==> src/design/stb_pkg.sv <==
package stb_pkg;

    // opcode values
    localparam logic [2:0] OP_TICK     = 3'd0;
    localparam logic [2:0] OP_ALLOCATE = 3'd1;
    localparam logic [2:0] OP_SET      = 3'd2;
    localparam logic [2:0] OP_READ     = 3'd3;
    localparam logic [2:0] OP_LOCK     = 3'd4;
    localparam logic [2:0] OP_DELAY    = 3'd5;

    // count value that marks a locked timer
    localparam logic [15:0] LOCK_VALUE = 16'hFFFF;

    typedef struct packed {
        logic [2:0]  opcode;
        logic [3:0]  timer_index;
        logic [15:0] duration;
    } stb_in_t;

    typedef struct packed {
        logic [15:0] read_value;
        logic [3:0]  new_index;
        logic        op_ok;
        logic        delay_active;
    } stb_out_t;

endpackage

==> src/design/stb_ram.sv <==
module stb_ram #(
    parameter int WIDTH = 16,
    parameter int DEPTH = 16,
    parameter int ADDR_W = 4
) (
    input  logic              aclk,
    input  logic              we,
    input  logic [ADDR_W-1:0] waddr,
    input  logic [WIDTH-1:0]  wdata,
    input  logic [ADDR_W-1:0] raddr,
    output logic [WIDTH-1:0]  rdata
);

    logic [WIDTH-1:0] mem [DEPTH];

    // one write port, one registered read port
    always_ff @(posedge aclk) begin
        if (we) begin
            mem[waddr] <= wdata;
        end
        rdata <= mem[raddr];
    end

endmodule

==> src/design/software_timer_bank_unit.sv <==
// channel  | direction | payload   | handshake
// s_       | in        | stb_in_t  | s_valid / s_ready
// m_       | out       | stb_out_t | m_valid / m_ready
//
// one item at a time: allocate, set, lock, start delay, a spare opcode and a
//   read of an unallocated timer pass S_EXEC and S_DONE, a read of an allocated
//   timer S_RDWAIT between them; a tick passes S_EXEC, then S_TICK, then S_DONE:
//   the single ram read port walks the allocated timers one per cycle, with the
//   write-back in the cycle after each read, until the last write-back is done
// reset clears the allocation count, the delay counter and all control; the
//   timer ram is not cleared, an entry is written by allocate before any use
// a held result stalls the next item in its last cycle, and the input with it;
//   a new item waits only for the previous one to reach the output register
module software_timer_bank_unit
    import stb_pkg::*;
#(
    parameter int NUM_TIMERS = 16
) (
    input  logic     aclk,
    input  logic     aresetn,
    input  logic     s_valid,
    output logic     s_ready,
    input  stb_in_t  s_data,
    output logic     m_valid,
    input  logic     m_ready,
    output stb_out_t m_data
);

    localparam int AW = (NUM_TIMERS > 1) ? $clog2(NUM_TIMERS) : 1;
    localparam int CW = $clog2(NUM_TIMERS + 1);
    localparam int XW = (CW > 4) ? CW : 4;

    typedef enum logic [2:0] {
        S_IDLE,
        S_EXEC,
        S_RDWAIT,
        S_TICK,
        S_DONE
    } state_t;

    state_t          state_reg, state_next;
    stb_in_t         item_reg, item_next;
    stb_out_t        res_reg, res_next;
    stb_out_t        m_data_reg, m_data_next;
    logic            m_valid_reg, m_valid_next;
    logic [CW-1:0]   alloc_reg, alloc_next;
    logic [15:0]     delay_reg, delay_next;
    logic [CW-1:0]   ptr_reg, ptr_next;
    logic            pend_reg, pend_next;
    logic [AW-1:0]   pend_addr_reg, pend_addr_next;

    logic            ram_we;
    logic [AW-1:0]   ram_waddr;
    logic [15:0]     ram_wdata;
    logic [AW-1:0]   ram_raddr;
    logic [15:0]     ram_rdata;
    logic            tick_rd;

    logic [XW-1:0]   idx_x;
    logic [XW-1:0]   alloc_x;
    logic            idx_ok;
    logic [AW-1:0]   idx_addr;

    stb_ram #(
        .WIDTH (16),
        .DEPTH (NUM_TIMERS),
        .ADDR_W(AW)
    ) u_timer_ram (
        .aclk (aclk),
        .we   (ram_we),
        .waddr(ram_waddr),
        .wdata(ram_wdata),
        .raddr(ram_raddr),
        .rdata(ram_rdata)
    );

    // index checks against the allocation count
    assign idx_x    = XW'(item_reg.timer_index);
    assign alloc_x  = XW'(alloc_reg);
    assign idx_ok   = idx_x < alloc_x;
    assign idx_addr = idx_x[AW-1:0];

    assign s_ready = (state_reg == S_IDLE);
    assign m_valid = m_valid_reg;
    assign m_data  = m_data_reg;

    // next state, ram control and results
    always_comb begin
        state_next     = state_reg;
        item_next      = item_reg;
        res_next       = res_reg;
        m_data_next    = m_data_reg;
        m_valid_next   = m_valid_reg && !m_ready;
        alloc_next     = alloc_reg;
        delay_next     = delay_reg;
        ptr_next       = ptr_reg;
        pend_next      = 1'b0;
        pend_addr_next = ptr_reg[AW-1:0];
        ram_we         = 1'b0;
        ram_waddr      = idx_addr;
        ram_wdata      = LOCK_VALUE;
        ram_raddr      = idx_addr;
        tick_rd        = 1'b0;

        case (state_reg)
            S_IDLE: begin
                if (s_valid) begin
                    item_next  = s_data;
                    state_next = S_EXEC;
                end
            end
            S_EXEC: begin
                res_next              = '0;
                res_next.delay_active = (delay_reg != 16'd0);
                state_next            = S_DONE;
                case (item_reg.opcode)
                    OP_TICK: begin
                        if (delay_reg != 16'd0) begin
                            delay_next = delay_reg - 16'd1;
                        end
                        res_next.op_ok        = 1'b1;
                        res_next.delay_active = (delay_reg > 16'd1);
                        ptr_next              = '0;
                        state_next            = S_TICK;
                    end
                    OP_ALLOCATE: begin
                        if (alloc_x < XW'(NUM_TIMERS)) begin
                            ram_we             = 1'b1;
                            ram_waddr          = alloc_reg[AW-1:0];
                            ram_wdata          = LOCK_VALUE;
                            res_next.new_index = alloc_x[3:0];
                            res_next.op_ok     = 1'b1;
                            alloc_next         = alloc_reg + CW'(1);
                        end
                    end
                    OP_SET: begin
                        if (idx_ok) begin
                            ram_we         = 1'b1;
                            ram_wdata      = item_reg.duration;
                            res_next.op_ok = 1'b1;
                        end
                    end
                    OP_READ: begin
                        res_next.read_value = LOCK_VALUE;
                        if (idx_ok) begin
                            res_next.op_ok = 1'b1;
                            state_next     = S_RDWAIT;
                        end
                    end
                    OP_LOCK: begin
                        if (idx_ok) begin
                            ram_we         = 1'b1;
                            ram_wdata      = LOCK_VALUE;
                            res_next.op_ok = 1'b1;
                        end
                    end
                    OP_DELAY: begin
                        delay_next            = item_reg.duration;
                        res_next.op_ok        = 1'b1;
                        res_next.delay_active = (item_reg.duration != 16'd0);
                    end
                    default: begin
                    end
                endcase
            end
            S_RDWAIT: begin
                res_next.read_value = ram_rdata;
                state_next          = S_DONE;
            end
            S_TICK: begin
                // read one timer per cycle
                if (ptr_reg < alloc_reg) begin
                    tick_rd   = 1'b1;
                    ram_raddr = ptr_reg[AW-1:0];
                    ptr_next  = ptr_reg + CW'(1);
                end
                pend_next = tick_rd;
                // write back the timer read in the previous cycle
                if (pend_reg) begin
                    ram_we    = 1'b1;
                    ram_waddr = pend_addr_reg;
                    if (ram_rdata != 16'd0 && ram_rdata != LOCK_VALUE) begin
                        ram_wdata = ram_rdata - 16'd1;
                    end else begin
                        ram_wdata = ram_rdata;
                    end
                end
                if (!tick_rd && !pend_reg) begin
                    state_next = S_DONE;
                end
            end
            S_DONE: begin
                if (!m_valid_reg || m_ready) begin
                    m_data_next  = res_reg;
                    m_valid_next = 1'b1;
                    state_next   = S_IDLE;
                end
            end
            default: begin
                state_next = S_IDLE;
            end
        endcase
    end

    // state and registered outputs
    always_ff @(posedge aclk) begin
        if (!aresetn) begin
            state_reg   <= S_IDLE;
            m_valid_reg <= 1'b0;
            alloc_reg   <= '0;
            delay_reg   <= '0;
            ptr_reg     <= '0;
            pend_reg    <= 1'b0;
        end else begin
            state_reg   <= state_next;
            m_valid_reg <= m_valid_next;
            alloc_reg   <= alloc_next;
            delay_reg   <= delay_next;
            ptr_reg     <= ptr_next;
            pend_reg    <= pend_next;
        end
        item_reg      <= item_next;
        res_reg       <= res_next;
        m_data_reg    <= m_data_next;
        pend_addr_reg <= pend_addr_next;
    end

    // allocation never runs past the bank
    assert property (@(posedge aclk) disable iff (!aresetn)
        alloc_reg <= CW'(NUM_TIMERS))
        else $error("allocation count beyond bank size");

    // tick walk never reads and writes the same timer in one cycle
    assert property (@(posedge aclk) disable iff (!aresetn)
        tick_rd && ram_we |-> ram_raddr != ram_waddr)
        else $error("tick read and write-back collide");

    // the timer ram is written only while an item is at work
    assert property (@(posedge aclk) disable iff (!aresetn)
        ram_we |-> (state_reg == S_EXEC || state_reg == S_TICK))
        else $error("timer ram written outside of an item");

    // one item at a time: no transfer right after a transfer
    assert property (@(posedge aclk) disable iff (!aresetn)
        s_valid && s_ready |=> !s_ready)
        else $error("input accepted while busy");

    // a finished result reaches the output register when it is free
    assert property (@(posedge aclk) disable iff (!aresetn)
        state_reg == S_DONE && (!m_valid_reg || m_ready) |=> m_valid && s_ready)
        else $error("result not delivered to output register");

endmodule

==> config.mk <==
export PLATFORM = sky130hd
export DESIGN_NAME = software_timer_bank_unit
export DESIGN_NICKNAME = d
export VERILOG_FILES = /design/src/design/stb_pkg.sv /design/src/design/stb_ram.sv /design/src/design/software_timer_bank_unit.sv
export SDC_FILE = /design/constraint.sdc
export NUM_CORES = 1
export LEC_CHECK = 0
export BUFFER_PORTS_ARGS = -buffer_cell sky130_fd_sc_hd__buf_4
export CAP_MARGIN = 10
export CORE_UTILIZATION = 55
export CTS_BUF_LIST = sky130_fd_sc_hd__clkbuf_4 sky130_fd_sc_hd__clkbuf_8
export CTS_CLUSTER_DIAMETER = 50
export DETAILED_ROUTE_END_ITERATION = 8
export PLACE_DENSITY = 0.75
export SYNTH_ARGS = -nofsm -noshare
export SYNTH_HDL_FRONTEND = slang
export SYNTH_SLANG_ARGS = --single-unit
==> constraint.sdc <==
create_clock -name aclk -period 4.1 [get_ports aclk]
set_input_delay 0.205 -clock aclk [delete_from_list [all_inputs] [get_ports aclk]]
set_output_delay 0.205 -clock aclk [all_outputs]
set_load 0.01 [all_outputs]
==> summary.md <==
| Metric | Value |
|---|---|
| Worst R2R End | `u_timer_ram.rdata[2]` |
| Pins Over Slew Limit | `0` |
| Tightest Pin Transition | `1.22 ns` |
| Crit share post-route | `86.1%` |
| Count of cell types in the netlist | `71` |
| CP required | `4.57 ns` |
| Detail Route Antenna Nets | `0` |
| Via count | `9559` |
| Drt initial violations | `822` |
| Hold path start | `s_valid` |
| Post-synthesis sequential element count | `374` |
| Worst Hold Class | `in -> reg` |
| Post-DP HPWL | `21.4 mm` |
| Post-CTS Setup Inserts | `0` |
| Synth-to-layout area growth | `16.3%` |
| Endpoints failing setup | `0` |
| Total iterations of the first detailed-routing run | `6` |
| Reg area | `10700 um2` |
| Full die area | `28800 um2` |
| NumNets Final | `1200` |
| Clk slew on worst S/H paths | `0.06 ns` |
| Fraction of layout cells with a size suffix above 1 | `22.4%` |
| Fin Clk Skew | `0.0301 ns` |
| Worst Setup End Kind | `flip-flop` |
| Ys async rst share | `0%` |
| Synthesized area | `15500 um2` |
| Outcome | `complete, no violations` |
| DR DRC count | `0` |
| Syn_nets | `1064` |
| Crit path max fanout | `44` |
| Clk root buf | `clkbuf_8` |
| Arr. time, crit path | `4.00 ns` |
| Hold Crit Endpoint | `state_reg[0]` |
| P per Cell Area | `441 nW/um2` |
| Cells on worst reg2reg path | `10` |
| Initial antenna violation count | `0` |
| Synth Warn # | `0` |
| Synth Instances | `1024` |
| Worst ir drop on vdd | `0.242 mV` |
| Leakage power | `7.24 nW` |
| H-tree Lvls | `2` |
| Global-route wire length before repair | `53.8 mm` |
| RSZ-0062 raised after global routing | `no` |
| CTS tree | `yes` |
| Worst r2r src | `ptr_reg[2]` |
| Resize count post-CTS | `0` |
| PortBufs | `50` |
| Crit path time final | `3.53 ns` |
| Final Wtd Congestion | `0.917` |
| CTS Sinks | `374` |
| Vias in the first global route | `9526` |
| Latest clock arrival within the worst-skew pair | `0.61 ns` |
| R2R setup slack | `0.57 ns` |
| Rel. slew slack | `18.2%` |
| Number of synthesized flops with an enable pin | `323` |
| F_max | `0.283 GHz` |
| Post-Route WL | `34.9 mm` |
| Die height | `170 um` |
| Setup crit start kind | `flip-flop` |
| Starting density of the core | `55.9%` |
| Setup WS post-layout | `0.572 ns` |
| Avg Cell Area, Syn | `15.1 um2` |
| Endpoints failing hold | `0` |
| Standard-cell row count | `61` |
| GRT Util Overall | `24.9%` |
| Largest net degree at the start of global routing | `45` |
| Setup TNS | `0 ns` |
| Die W | `170 um` |
| Post-synthesis sequential area ratio | `69.2%` |
| Number of max-cap violations | `0` |
| Routed WL per cell | `22.0 um` |
| Most used DFF post-synth | `edfxtp_1` |
| Fill count | `1903` |
| Placement Setup Slack | `0.621 ns` |
| Final Power | `0.00794 W` |
| Vias/cell | `6.02` |
| Hold Path Cell Cnt | `4` |
| Largest register FFs | `256` |
| Multi-input logic area | `4510 um2` |
| Core area | `27700 um2` |
| Num ports | `51` |
| Maximum clock path buffer count | `3` |
| Cts bufs inserted | `57` |
| Core Util, Final | `65.0%` |
| WS Path Type | `reg -> reg` |
| Remaining Overflow, GRT | `0` |
[worst max-delay path by stage]
stage / startpoint / to / slack [ns] / depth (start not counted)
finish: ptr_reg[2] / u_timer_ram.rdata[2] / 0.57 / 10
global route: alloc_reg[4] / u_timer_ram.rdata[2] / 0.40 / 11
CTS: ptr_reg[2] / u_timer_ram.rdata[2] / 0.59 / 10
detailed placement: ptr_reg[2] / u_timer_ram.rdata[2] / 0.62 / 10
global placement: alloc_reg[4] / u_timer_ram.rdata[2] / 0.69 / 11
floorplan: item_reg[21] / u_timer_ram.mem[12][0] / 0.13 / 8
[cells in the final DEF (no fill, tap or decap), drive strengths merged, types with 16 or more instances in the layout]
master	Yosys	routed
edfxtp	323	323
mux2i	132	132
buf	27	101
clkbuf	23	84
dfxtp	51	51
nor2	51	51
nand2	46	46
o22ai	33	33
nor3	27	27
dlygate4sd3	0	26
a21oi	23	23
or3	20	20
nor4	18	18
o21ai	18	18
o22a	18	18
o221ai	16	16
[stage by stage]
stage	cells	cell area, um2	hold WS (ns)
after detailed placement	1450	16500	0.384
after global routing	1586	18000	0.0768
after floorplan	1024	15500	0.304
after CTS	1583	18000	0.0304
after global placement	1450	16500	0.383
final	1587	18000	0.0494
[final cells by class]
type | count | share of cell area (%)
sequential | 374 | 59.5
clock inverter | 23 | 1.08
clock buffer | 84 | 5.58
antenna | 1 | 0.0139
timing repair buffer | 127 | 5.86
inverter | 13 | 0.271
multi-input combinational | 587 | 25.0
tap | 378 | 2.63
[cell usage after synthesis (all sizes together), types with 5 or more instances]
cell       n  area share (%)
o221ai    16             1.3
nor2      51             1.3
nand2     46             1.1
nor2b      8            0.32
nand2b    13            0.57
nor4      18            0.77
a31oi      5            0.20
or3       20            0.81
a21o       6            0.29
edfxtp   323              63
xor2       7            0.40
a31o      14            0.79
nand4     10            0.40
a21oi     23            0.74
o21ai     18            0.70
a211oi     5            0.24
or4        5            0.24
o22ai     33             1.3
buf       27             1.3
o31ai      8            0.39
a2bb2oi   13            0.74
inv       13            0.32
ha        13             1.1
nor3      27            0.87
clkbuf    23            0.61
o211ai     8            0.39
mux2i    132             8.5
xnor2     13            0.74
o32ai      5            0.28
and2       7            0.28
dfxtp     51             6.6
o22a      18             1.1
[report_power, final]
group	internal [W]	switching (W)
Sequential	0.00416	0.0000553
Combinational	0.000224	0.000316
Clock	0.00177	0.00141
[worst max-delay path, cell delays in order (launching register included)]
cell	delay, ns
dfxtp_1	0.52
ha_1	0.33
a21o_1	0.22
a211o_4	0.40
o211ai_1	0.29
buf_12	0.33
buf_4	0.33
mux2i_1	0.21
o22a_1	0.15
o221ai_1	0.17
or3_1	0.41
[repair_timing]
| action | CTS | global route |
|---|---|---|
| hold endpoints to repair | 26 | 0 |
| hold buffers | 26 | 0 |
| endpoints found under the setup margin | 0 | 0 |
[per-layer routing]
layer	track usage (%)	share of wire, %	vias up	wire length [um]
li1	-	-	4339	-
met5	0	0	-	0
met3	5.11	6.2	68	2180
met4	8.58	2.2	0	784
met1	33.1	43	4786	14900
met2	41.0	49	366	17100
[cells by family (layout without fill, tap and decap cells)]
kind of cell / after synthesis / after routing / share of synthesized area [%]
AOI/OAI and AO/OA: 197 / 197 / 10.1
xor gates and xnor gates: 20 / 20 / 1.13
adders and majority gates: 13 / 13 / 1.05
buffers and inverters: 63 / 247 / 2.20
DFF: 374 / 374 / 69.2
muxes: 132 / 132 / 8.53
other: 0 / 1 / 0
and+or+nand+nor: 225 / 225 / 7.75
Power figures use the tool's default switching activity.
